## src/interrupt_dispatch_controller_unit_defines.svh

```systemverilog
// Assertion macros shared by the interrupt dispatch controller.
`ifndef INTERRUPT_DISPATCH_CONTROLLER_UNIT_DEFINES_SVH
`define INTERRUPT_DISPATCH_CONTROLLER_UNIT_DEFINES_SVH

// The consequent must hold in the same cycle as the antecedent.
`define IDC_ASSERT_SAME(label, clk, rst, ante, cons, msg) \
   label: assert property (@(posedge clk) disable iff (rst) (ante) |-> (cons)) \
      else $error(msg);

// The consequent must hold in the cycle after the antecedent.
`define IDC_ASSERT_NEXT(label, clk, rst, ante, cons, msg) \
   label: assert property (@(posedge clk) disable iff (rst) (ante) |=> (cons)) \
      else $error(msg);

`endif

```

## src/idc_pkg.sv

```systemverilog
`timescale 1ns / 1ps

package idc_pkg;

   localparam int NUM_SOURCES    = 5;
   localparam int KIND_W         = 3;
   localparam int ADDR_W         = 16;
   localparam int BYTE_W         = 8;
   localparam int VEC_W          = 7;
   localparam int STEP_W         = 3;

   localparam logic [STEP_W-1:0] DISPATCH_STEPS = 3'd5;
   localparam logic [STEP_W-1:0] STEP_DEC_SP    = 3'd3;
   localparam logic [STEP_W-1:0] STEP_PUSH_HIGH = 3'd2;
   localparam logic [STEP_W-1:0] STEP_PUSH_LOW  = 3'd1;

   localparam logic [KIND_W-1:0] KIND_TICK       = 3'd0;
   localparam logic [KIND_W-1:0] KIND_REQUEST    = 3'd1;
   localparam logic [KIND_W-1:0] KIND_WR_ENABLE  = 3'd2;
   localparam logic [KIND_W-1:0] KIND_WR_FLAGS   = 3'd3;
   localparam logic [KIND_W-1:0] KIND_WR_MASTER  = 3'd4;

   localparam logic [VEC_W-1:0] VECTOR_TABLE [NUM_SOURCES] =
      '{7'h40, 7'h48, 7'h50, 7'h58, 7'h60};

   typedef logic [NUM_SOURCES-1:0] src_type;

   typedef struct packed {
      logic [KIND_W-1:0] kind;
      src_type           value;
      logic [ADDR_W-1:0] cur_pc;
      logic [ADDR_W-1:0] cur_sp;
   } req_type;

   typedef struct packed {
      logic              mem_write;
      logic [ADDR_W-1:0] mem_addr;
      logic [BYTE_W-1:0] mem_data;
      logic [ADDR_W-1:0] new_sp;
      logic              pc_load;
      logic [VEC_W-1:0]  new_pc;
      logic              halt_clear;
      logic              ime_out;
      src_type           flags_out;
      logic              busy_res;
   } rsp_type;

   typedef struct packed {
      src_type           request_flags;
      src_type           enable_mask;
      logic              master_enable;
      src_type           active_source;
      logic [STEP_W-1:0] steps_left;
   } state_type;

   // The lowest set bit wins.
   function automatic logic [VEC_W-1:0] vector_of(input src_type src);
      logic [VEC_W-1:0] vec;
      vec = '0;
      for (int i = NUM_SOURCES - 1; i >= 0; i--) begin
         if (src[i]) begin
            vec = VECTOR_TABLE[i];
         end
      end
      return vec;
   endfunction

   function automatic src_type lowest_bit(input src_type bits);
      return bits & (~bits + src_type'(1));
   endfunction

endpackage

```

## src/idc_req_if.sv

```systemverilog
`timescale 1ns / 1ps

interface idc_req_if
   import idc_pkg::*;
();
   logic              valid;
   logic              ready;
   logic [KIND_W-1:0] kind;
   src_type           value;
   logic [ADDR_W-1:0] cur_pc;
   logic [ADDR_W-1:0] cur_sp;

   modport source (output valid, kind, value, cur_pc, cur_sp, input ready);
   modport sink   (input valid, kind, value, cur_pc, cur_sp, output ready);
endinterface

```

## src/idc_rsp_if.sv

```systemverilog
`timescale 1ns / 1ps

interface idc_rsp_if
   import idc_pkg::*;
();
   logic              valid;
   logic              ready;
   logic              mem_write;
   logic [ADDR_W-1:0] mem_addr;
   logic [BYTE_W-1:0] mem_data;
   logic [ADDR_W-1:0] new_sp;
   logic              pc_load;
   logic [VEC_W-1:0]  new_pc;
   logic              halt_clear;
   logic              ime_out;
   src_type           flags_out;
   logic              busy_res;

   modport source (output valid, mem_write, mem_addr, mem_data, new_sp, pc_load,
                    new_pc, halt_clear, ime_out, flags_out, busy_res, input ready);
   modport sink   (input valid, mem_write, mem_addr, mem_data, new_sp, pc_load,
                    new_pc, halt_clear, ime_out, flags_out, busy_res, output ready);
endinterface

```

## src/idc_step.sv

```systemverilog
`timescale 1ns / 1ps

module idc_step
   import idc_pkg::*;
(
   input  state_type cur_state,
   input  req_type   item,
   output state_type next_state,
   output rsp_type   result
);

   src_type pick;

   assign pick = lowest_bit(cur_state.request_flags & cur_state.enable_mask);

   always_comb begin
      next_state        = cur_state;
      result            = '0;
      result.new_sp     = item.cur_sp;

      unique case (item.kind)
         KIND_TICK: begin
            if (cur_state.steps_left == '0) begin
               if (pick != '0) begin
                  if (!cur_state.master_enable) begin
                     result.halt_clear = 1'b1;
                  end else begin
                     next_state.active_source = pick;
                     next_state.steps_left    = DISPATCH_STEPS;
                  end
               end
            end else begin
               next_state.steps_left = cur_state.steps_left - STEP_W'(1);
               if (cur_state.steps_left == STEP_DEC_SP) begin
                  result.new_sp = item.cur_sp - ADDR_W'(1);
               end else if (cur_state.steps_left == STEP_PUSH_HIGH) begin
                  result.mem_write = 1'b1;
                  result.mem_addr  = item.cur_sp;
                  result.mem_data  = item.cur_pc[ADDR_W-1:BYTE_W];
                  result.new_sp    = item.cur_sp - ADDR_W'(1);
                  if ((cur_state.active_source & cur_state.enable_mask) == '0) begin
                     next_state.active_source = pick;
                  end
               end else if (cur_state.steps_left == STEP_PUSH_LOW) begin
                  result.mem_write          = 1'b1;
                  result.mem_addr           = item.cur_sp;
                  result.mem_data           = item.cur_pc[BYTE_W-1:0];
                  result.new_pc             = vector_of(cur_state.active_source);
                  result.pc_load            = 1'b1;
                  result.halt_clear         = 1'b1;
                  next_state.request_flags  = cur_state.request_flags &
                                              ~cur_state.active_source;
                  next_state.master_enable  = 1'b0;
                  next_state.active_source  = '0;
               end
            end
         end
         KIND_REQUEST: begin
            next_state.request_flags = cur_state.request_flags | item.value;
         end
         KIND_WR_ENABLE: begin
            next_state.enable_mask = item.value;
         end
         KIND_WR_FLAGS: begin
            next_state.request_flags = item.value;
         end
         KIND_WR_MASTER: begin
            next_state.master_enable = item.value[0];
         end
         default: begin
         end
      endcase

      result.ime_out   = next_state.master_enable;
      result.flags_out = next_state.request_flags;
      result.busy_res  = (next_state.steps_left != '0);
   end

endmodule

```

## src/interrupt_dispatch_controller_unit.sv

```systemverilog
`timescale 1ns / 1ps
// A transaction is registered in in_item_ff and its result in rsp_item_ff.
// One transaction per cycle unless rsp_chan stalls; a tick advances the dispatch
// by one step. The rate is set by the single controller state update per cycle.
// Reset (synchronous, active high) clears the request flags, enable mask,
// master enable, active source, step count and empties both pipeline registers.

`include "interrupt_dispatch_controller_unit_defines.svh"

module interrupt_dispatch_controller_unit
   import idc_pkg::*;
(
   input logic    clock,
   input logic    reset,
   idc_req_if.sink   req_chan,
   idc_rsp_if.source rsp_chan
);

   logic      in_valid_ff;
   logic      in_valid_in;
   req_type   in_item_ff;
   logic      rsp_valid_ff;
   logic      rsp_valid_in;
   rsp_type   rsp_item_ff;
   state_type state_ff;
   state_type state_in;
   rsp_type   step_result;
   logic      advance;
   logic      req_take;
   req_type   req_item;

   assign advance  = in_valid_ff && (!rsp_valid_ff || rsp_chan.ready);
   assign req_chan.ready = !in_valid_ff || advance;
   assign req_take = req_chan.valid && req_chan.ready;

   assign req_item.kind   = req_chan.kind;
   assign req_item.value  = req_chan.value;
   assign req_item.cur_pc = req_chan.cur_pc;
   assign req_item.cur_sp = req_chan.cur_sp;

   assign in_valid_in  = req_take || (in_valid_ff && !advance);
   assign rsp_valid_in = advance || (rsp_valid_ff && !rsp_chan.ready);

   idc_step u_step (
      .cur_state  (state_ff),
      .item       (in_item_ff),
      .next_state (state_in),
      .result     (step_result)
   );

   always_ff @(posedge clock) begin
      if (reset) begin
         in_valid_ff  <= 1'b0;
         rsp_valid_ff <= 1'b0;
         state_ff     <= '0;
      end else begin
         in_valid_ff  <= in_valid_in;
         rsp_valid_ff <= rsp_valid_in;
         if (advance) begin
            state_ff <= state_in;
         end
      end
   end

   always_ff @(posedge clock) begin
      if (req_take) begin
         in_item_ff <= req_item;
      end
      if (advance) begin
         rsp_item_ff <= step_result;
      end
   end

   assign rsp_chan.valid      = rsp_valid_ff;
   assign rsp_chan.mem_write  = rsp_item_ff.mem_write;
   assign rsp_chan.mem_addr   = rsp_item_ff.mem_addr;
   assign rsp_chan.mem_data   = rsp_item_ff.mem_data;
   assign rsp_chan.new_sp     = rsp_item_ff.new_sp;
   assign rsp_chan.pc_load    = rsp_item_ff.pc_load;
   assign rsp_chan.new_pc     = rsp_item_ff.new_pc;
   assign rsp_chan.halt_clear = rsp_item_ff.halt_clear;
   assign rsp_chan.ime_out    = rsp_item_ff.ime_out;
   assign rsp_chan.flags_out  = rsp_item_ff.flags_out;
   assign rsp_chan.busy_res   = rsp_item_ff.busy_res;

   // A jump always leaves the master enable cleared and the dispatch finished.
   `IDC_ASSERT_SAME(a_jump_clears_ime, clock, reset,
      rsp_valid_ff && rsp_item_ff.pc_load,
      !rsp_item_ff.ime_out && !rsp_item_ff.busy_res && rsp_item_ff.halt_clear,
      "Jump result with master enable still set or dispatch still running")
   `IDC_ASSERT_SAME(a_active_onehot, clock, reset, 1'b1,
      $onehot0(state_ff.active_source) && state_ff.steps_left <= DISPATCH_STEPS,
      "Active source is not one-hot or step count out of range")
   `IDC_ASSERT_NEXT(a_steps_hold, clock, reset,
      !advance,
      $stable(state_ff),
      "Controller state changed without a transaction being processed")
   `IDC_ASSERT_SAME(a_no_write_idle, clock, reset,
      rsp_valid_ff && !rsp_item_ff.mem_write,
      rsp_item_ff.mem_addr == '0 && rsp_item_ff.mem_data == '0,
      "Stack address or data driven without a write")

endmodule
```

## src/flat_wrapper.sv

```systemverilog
// flat-port wrapper written by rule: the top's interface ports become plain ports
module interrupt_dispatch_controller_unit_flat import idc_pkg::*;
  (clock, reset, req_chan_valid, req_chan_kind, req_chan_value, req_chan_cur_pc, req_chan_cur_sp, req_chan_ready, rsp_chan_valid, rsp_chan_mem_write, rsp_chan_mem_addr, rsp_chan_mem_data, rsp_chan_new_sp, rsp_chan_pc_load, rsp_chan_new_pc, rsp_chan_halt_clear, rsp_chan_ime_out, rsp_chan_flags_out, rsp_chan_busy_res, rsp_chan_ready);
  idc_req_if req_chan_i ();
  idc_rsp_if rsp_chan_i ();
  input logic clock;
  input logic reset;
  input wire logic [$bits(req_chan_i.valid)-1:0] req_chan_valid;
  input wire logic [$bits(req_chan_i.kind)-1:0] req_chan_kind;
  input wire logic [$bits(req_chan_i.value)-1:0] req_chan_value;
  input wire logic [$bits(req_chan_i.cur_pc)-1:0] req_chan_cur_pc;
  input wire logic [$bits(req_chan_i.cur_sp)-1:0] req_chan_cur_sp;
  output wire logic [$bits(req_chan_i.ready)-1:0] req_chan_ready;
  output wire logic [$bits(rsp_chan_i.valid)-1:0] rsp_chan_valid;
  output wire logic [$bits(rsp_chan_i.mem_write)-1:0] rsp_chan_mem_write;
  output wire logic [$bits(rsp_chan_i.mem_addr)-1:0] rsp_chan_mem_addr;
  output wire logic [$bits(rsp_chan_i.mem_data)-1:0] rsp_chan_mem_data;
  output wire logic [$bits(rsp_chan_i.new_sp)-1:0] rsp_chan_new_sp;
  output wire logic [$bits(rsp_chan_i.pc_load)-1:0] rsp_chan_pc_load;
  output wire logic [$bits(rsp_chan_i.new_pc)-1:0] rsp_chan_new_pc;
  output wire logic [$bits(rsp_chan_i.halt_clear)-1:0] rsp_chan_halt_clear;
  output wire logic [$bits(rsp_chan_i.ime_out)-1:0] rsp_chan_ime_out;
  output wire logic [$bits(rsp_chan_i.flags_out)-1:0] rsp_chan_flags_out;
  output wire logic [$bits(rsp_chan_i.busy_res)-1:0] rsp_chan_busy_res;
  input wire logic [$bits(rsp_chan_i.ready)-1:0] rsp_chan_ready;
  assign req_chan_i.valid = req_chan_valid;
  assign req_chan_i.kind = req_chan_kind;
  assign req_chan_i.value = req_chan_value;
  assign req_chan_i.cur_pc = req_chan_cur_pc;
  assign req_chan_i.cur_sp = req_chan_cur_sp;
  assign req_chan_ready = req_chan_i.ready;
  assign rsp_chan_valid = rsp_chan_i.valid;
  assign rsp_chan_mem_write = rsp_chan_i.mem_write;
  assign rsp_chan_mem_addr = rsp_chan_i.mem_addr;
  assign rsp_chan_mem_data = rsp_chan_i.mem_data;
  assign rsp_chan_new_sp = rsp_chan_i.new_sp;
  assign rsp_chan_pc_load = rsp_chan_i.pc_load;
  assign rsp_chan_new_pc = rsp_chan_i.new_pc;
  assign rsp_chan_halt_clear = rsp_chan_i.halt_clear;
  assign rsp_chan_ime_out = rsp_chan_i.ime_out;
  assign rsp_chan_flags_out = rsp_chan_i.flags_out;
  assign rsp_chan_busy_res = rsp_chan_i.busy_res;
  assign rsp_chan_i.ready = rsp_chan_ready;
  interrupt_dispatch_controller_unit u_core (.clock(clock), .reset(reset), .req_chan(req_chan_i), .rsp_chan(rsp_chan_i));
endmodule
```

## config.mk

```make
export PLATFORM = sky130hd
export DESIGN_NAME = interrupt_dispatch_controller_unit_flat
export DESIGN_NICKNAME = d
export VERILOG_FILES = /design/src/idc_pkg.sv /design/src/idc_req_if.sv /design/src/idc_rsp_if.sv /design/src/idc_step.sv /design/src/interrupt_dispatch_controller_unit.sv /design/src/flat_wrapper.sv
export VERILOG_INCLUDE_DIRS = /design/src /design/src/src
export SDC_FILE = /design/constraint.sdc
export NUM_CORES = 1
export LEC_CHECK = 0
export BUFFER_PORTS_ARGS = -buffer_cell sky130_fd_sc_hd__buf_4
export CAP_MARGIN = 20
export CORE_MARGIN = 5
export CORE_UTILIZATION = 49
export CTS_CLUSTER_DIAMETER = 60
export CTS_CLUSTER_SIZE = 28
export DETAILED_ROUTE_END_ITERATION = 10
export PLACE_DENSITY = 0.83
export SLEW_MARGIN = 30
export SYNTH_ARGS = -nofsm -noshare
export SYNTH_HDL_FRONTEND = slang
export SYNTH_SLANG_ARGS = --single-unit
```

## constraint.sdc

```tcl
create_clock -name clock -period 2.25 [get_ports clock]
set_clock_uncertainty 0.15 [all_clocks]
set_input_delay 0.225 -clock clock [delete_from_list [all_inputs] [get_ports clock]]
set_output_delay 0.225 -clock clock [all_outputs]
set_load 0.005 [all_outputs]
```

==> results of run 1 <==
layout by cell type, fill, tap and decap left out, drive strengths merged, types with 5 or more instances in the layout:
| cell | n |
|---|---|
| nor3 | 10 |
| xnor2 | 5 |
| nand3 | 6 |
| clkinv | 5 |
| a21oi | 18 |
| nor4 | 6 |
| mux2i | 6 |
| o22ai | 5 |
| edfxtp | 94 |
| dlygate4sd3 | 45 |
| inv | 21 |
| clkbuf | 18 |
| nand2 | 26 |
| nand2b | 7 |
| buf | 121 |
| ha | 6 |
| nor2 | 33 |
| a22oi | 9 |
| o21ai | 12 |
| xor2 | 10 |
| dfxtp | 21 |
| and2 | 15 |
flip-flops by register name, indices dropped and copies added (netlist names):
register	count
u_core.in_item_ff	40
u_core.in_valid_ff	1
u_core.state_ff	19
u_core.rsp_chan.mem_data	8
u_core.rsp_chan.pc_load	1
u_core.rsp_chan.mem_addr	16
u_core.rsp_chan.valid	1
u_core.rsp_chan.new_sp	16
u_core.rsp_chan.new_pc	4
u_core.rsp_chan.halt_clear	1
u_core.rsp_chan.flags_out	5
u_core.rsp_chan.mem_write	1
u_core.rsp_chan.ime_out	1
u_core.rsp_chan.busy_res	1
synthesized netlist by cell type (all sizes together), types with 2 or more instances:
cell / n
a21oi: 18
nand4: 4
a31oi: 2
mux2i: 6
a22o: 4
edfxtp: 94
nor2b: 4
and3: 2
o22ai: 5
xnor2: 5
o2bb2ai: 3
o21ai: 12
a22oi: 9
nand3: 6
nor2: 33
buf: 7
ha: 6
nor3: 10
nand2b: 7
and2: 15
dfxtp: 21
nor4: 6
nand2: 26
or3: 4
or2: 3
nand3b: 2
a311oi: 2
xor2: 10
inv: 19
clkbuf: 8
per-layer routing:
| layer | up-vias | track usage |
|---|---|---|
| met1 | 1731 | 0.243 |
| li1 | 1699 | - |
| met5 | - | 0 |
| met4 | 0 | 0.123 |
| met3 | 38 | 0.0468 |
| met2 | 183 | 0.342 |
worst max-delay path: cells and delay by family (launching register included):
family,cells,cell delay [ns]
buffers and inverters,1,0.18
flip-flops,1,0.40
AND/OR/NAND/NOR,4,1.15
XOR/XNOR,1,0.21
through the flow:
stage | std cells | setup TNS, ns | total power [W] | setup slack (ns)
floorplan | 370 | 0 | 0.00259 | 0.0180
global placement | 604 | 0 | 0.00275 | 0.0972
detailed placement | 604 | -0.0139 | 0.00276 | -0.0139
CTS | 682 | 0 | 0.00553 | 0.00449
global route | 686 | -0.492 | 0.00569 | -0.0907
finish | 687 | -0.00535 | 0.00552 | -0.00535
cell families after synthesis:
| kind of cell | Yosys count |
|---|---|
| buffers and inverters | 34 |
| adders and majority gates | 6 |
| xor gates and xnor gates | 15 |
| AOI/OAI and AO/OA | 65 |
| other | 1 |
| DFF | 115 |
| muxes | 6 |
| and+or+nand+nor | 126 |
area by class of cell:
class | count | area share
sequential | 115 | 0.469
multi-input combinational | 221 | 0.210
timing repair buffer | 166 | 0.199
clock buffer | 18 | 0.0603
clock inverter | 14 | 0.0267
tap | 133 | 0.0240
inverter | 19 | 0.0103
antenna | 1 | 0.000361
report_power, final:
part | internal, W | leakage [nW] | switching, W
clock network | 0.00179 | 0.284 | 0.000933
registers | 0.00240 | 1.08 | 0.0000523
logic | 0.000191 | 1.30 | 0.000152
path summary, 6_finish.rpt:
| kind | cells past startpoint | slack (ns) | endpoint | start |
|---|---|---|---|---|
| max | 6 | -0.005 | u_core.rsp_chan.new_sp[12] | u_core.in_item_ff[37] |
| min reg2reg | 2 | 0.35 | u_core.rsp_chan.valid | u_core.in_valid_ff |
| min | 2 | 0.27 | u_core.in_item_ff[29] | req_chan_cur_pc[13] |
| max reg2reg | 6 | -0.005 | u_core.rsp_chan.new_sp[12] | u_core.in_item_ff[37] |
what timing repair did:
item / in CTS / in global routing
gates resized for setup: 4 / 15
pin swaps: 1 / 10
endpoints found under the hold margin: 56 / 0
setup endpoints to repair: 7 / 23
buffers inserted: 1 / 4
hold buffers: 45 / 0
==> impl_metrics.toml, run 1 <==
[floorplanning]
dieArea_sq_mm = 0.0118
dieWidth_microns = 109
num_rows = 36
die-height_microns = 109
ios = 103
start_util = 0.497
coreArea_sq_mm = 0.00964

[critical_path]
crit_type = "flip-flop to flip-flop"
cp-start-kind = "flip-flop"
slowest_stage = "or3_4"
path_cells = "or3_4, nor4_4, buf_6, nand4_1, nor2_2, xor2_1"
cpPeakStageDelay_ns = 0.44
required_ns = 2.45
critPathArrivalTime_ns = 2.45
setup.worst_path.end_class = "flip-flop"
crit_fanout = 7

[clock_network]
clkTransAtPathRegs_ns = 0.06
clock_latency_ns = 0.51
cts_buffers = 17
htreeDepth = 4
cts_tree = "done"
cts_root_buf = "clkbuf_8"
clock-sinks = 115
cts.path.max_buffers = 2

[drt]
ant_nets = 0
firstDrtPassIters = 5
drc_errors = 0
vias_per_cell = 5.31
wl_met1_microns = 4480
met2_length_microns = 6160
route.vias.total = 3651
routedWlPerCell_microns = 17.3
drt_iter0_markers = 321
wl_met3_microns = 782
wl_microns = 11900
top_layer = "met4"

[final_layout]
area_growth_pct = 44.6
stdcell_area_sq_mm = 0.00693
final_nets = 590
register_area_sq_mm = 0.00325
drive_above_1_share = 0.313
multiInputGateArea_sq_mm = 0.00146
final_util = 0.718
fillCellCount = 620

[synth]
syn_avg_cell_area_sq_um = 13.0
synth.mux.area_fraction = 0.0125
yosys.area.top_type_share = 0.589
async_flop_share = 0
synth_edf_count = 94
ys_warn_count = 0
synth_xor_area_frac = 0.0274
synthTopCellsByArea = "edfxtp_1, dfxtp_1, nor2_1"
synth_seq_area_share = 0.677
yosysUniqueCellTypes = 55
ys_ff_latch = 115
syn_inst = 368
synth_compound_area_frac = 0.0896
synth-adder-area-share = 0.0157
yosys_most_used_dff = "edfxtp_1"
synth_top_family_by_area = "simple AND/OR/NAND/NOR gates"
syn-cell-area_sq_mm = 0.00479
synth-simple-area-share = 0.144
synth_area_leader_cell = "edfxtp_1"

[job]
maxCapViolations = 0

[timing]
timing.final.hold_violations = 0
fmax_mhz = 443
slew_headroom = 0.518
tightest_slew_ns = 0.721
fin_ws_ns = -0.00535
setup_viol_count_final = 1
period_needed_ns = 2.26
whs_ns = 0.271
rsz0062_at_grt = "yes"
maxSlewViolCount = 0
period_share = 1.00

[global_route]
grt_pass1_wl_microns = 18200
grt_pass1_vias = 3578
antenna_found_initial = 0
grt_max_degree = 54
grt-ovfl-total = 0
track_usage = 0.205

[place]
post_dp_cell_area_sq_mm = 0.00578
gp_congestion = 0.834
portBuffers = 99
dp_hpwl_microns = 6930

[hold_path]
min_path_type = "input port to flip-flop"

[pwr]
cellPowerDensity_mw_per_mm2 = 797
vdd_drop_max_mv = 0.597
leakage_nw = 2.67

[run_status]
violations = "negative setup slack"
status = "complete, but fails checks"
Note: power is estimated with default switching activity, not from simulation.
==> run 2: changes to the inputs <==
Settings changed: CELL_PAD_IN_SITES_DETAIL_PLACEMENT set to 0, CELL_PAD_IN_SITES_GLOBAL_PLACEMENT set to 1, CORE_UTILIZATION 49 to 39, PLACE_DENSITY 0.83 to 0.82, RECOVER_POWER set to 25.
==> impl_metrics.toml, run 2 (synthesized netlist as in run 1, its figures left out) <==
[floorplanning]
coreArea_sq_mm = 0.0120
start_util = 0.399
ios = 103
num_rows = 40
dieWidth_microns = 121
dieArea_sq_mm = 0.0146
die-height_microns = 121

[pwr]
cellPowerDensity_mw_per_mm2 = 764
leakage_nw = 2.57
vdd_drop_max_mv = 0.498

[timing]
whs_ns = 0.0259
tightest_slew_ns = 0.977
period_needed_ns = 2.17
setup_viol_count_final = 0
timing.final.hold_violations = 0
fmax_mhz = 462
maxSlewViolCount = 0
period_share = 0.963
slew_headroom = 0.349

[place]
gp_congestion = 0.804
portBuffers = 99
dp_hpwl_microns = 7470

[drt]
route.vias.total = 3501
drc_errors = 0
drt_iter0_markers = 313
routedWlPerCell_microns = 15.9
firstDrtPassIters = 8
ant_nets = 0
vias_per_cell = 5.02
wl_microns = 11100

[critical_path]
required_ns = 2.33
critPathArrivalTime_ns = 2.25
crit_type = "flip-flop to flip-flop"
crit_fanout = 4
setup.worst_path.end_class = "flip-flop"
cp-start-kind = "flip-flop"

[global_route]
grt-ovfl-total = 0
top_usage_layer = "met2"
track_usage = 0.159
use_met3 = 0.0482
globalRouteMet1Util = 0.189
grt_pass1_wl_microns = 17900
grt_max_degree = 56
antenna_found_initial = 0
use_met2 = 0.266
grt_pass1_vias = 3619

[final_layout]
top_register = "u_core.in_item_ff"
largestRegisters = "u_core.in_item_ff: 40 flops, u_core.state_ff: 19 flops"
largest_register_ffs = 40
layout_common_cells = "edfxtp_1, clkbuf_4, buf_4"
final_common_cell = "edfxtp_1"
final_util = 0.569
area_growth_pct = 42.7
drive_above_1_share = 0.298
final_nets = 587

[clock_network]
htreeDepth = 4
post-cts-setup-buffers = 0
cts_buffers = 17
clkTransAtPathRegs_ns = 0.06
cts_root_buf = "clkbuf_16"
clock-sinks = 115
cts.path.max_buffers = 2
cts_tree = "done"
clock_latency_ns = 0.41

[hold_path]
min_path_type = "input port to flip-flop"

[job]
maxCapViolations = 0

[run_status]
status = "complete, no violations"
## run 2: path summary, 6_finish.rpt
| kind | startpoint | to | slack [ns] | depth (start not counted) |
|---|---|---|---|---|
| setup reg to reg | u_core.in_item_ff[39] | u_core.rsp_chan.new_pc[3] | 0.08 | 4 |
| setup / recovery | u_core.in_item_ff[39] | u_core.rsp_chan.new_pc[3] | 0.08 | 4 |
| hold reg to reg | u_core.in_valid_ff | u_core.rsp_chan.valid | 0.36 | 2 |
| hold / removal | rsp_chan_ready | u_core.rsp_chan.valid | 0.03 | 3 |
## run 2: layer usage
layer  vias to the layer above  share of wire
met5                         -              0
met4                         0          0.016
met3                        17          0.062
met2                       130           0.51
met1                      1669           0.42
li1                       1685              -
## run 2: what timing repair did
action	CTS	global route
gates cloned	0	0
hold endpoints to repair	54	0
setup endpoints to repair	3	14
hold buffers	44	0
resized for setup	1	11
pin swaps	1	6
## run 2: stage by stage
step,setup WS (ns),power (W),TNS (ns),instances,cell area (sq um)
finish,0.0833,0.00522,0,698,6830
detailed placement,0.0186,0.00277,0,621,5830
global placement,0.142,0.00276,0,621,5830
global route,-0.0511,0.00541,-0.0749,697,6830
floorplan,0.0180,0.00259,0,370,4810
CTS,0.0394,0.00529,0,697,6820
## run 2: worst max-delay path, cell delays in order (launching register included)
cell and delay (ns):
edfxtp_1 0.39, or3_4 0.43, or4_1 0.46, or2_1 0.31
nor3_1 0.24
## run 2: report_power, final
group,internal (W),total (W),leakage (nW),switching [W]
logic,0.000181,0.000323,1.24,0.000142
clock network,0.00150,0.00245,0.249,0.000944
registers,0.00240,0.00245,1.08,0.0000496
total,0.00408,0.00522,2.57,0.00114
## run 2: area by class of cell
class                           instances  area (sq um)
Fill cell                             983          5180
Sequential cell                       115          3250
Multi-Input combinational cell        221          1450
Timing Repair Buffer                  163          1330
Clock buffer                           18           429
Tap cell                              147           184
Clock inverter                         14           115
Inverter                               19          71.3
Antenna cell                            1          2.50
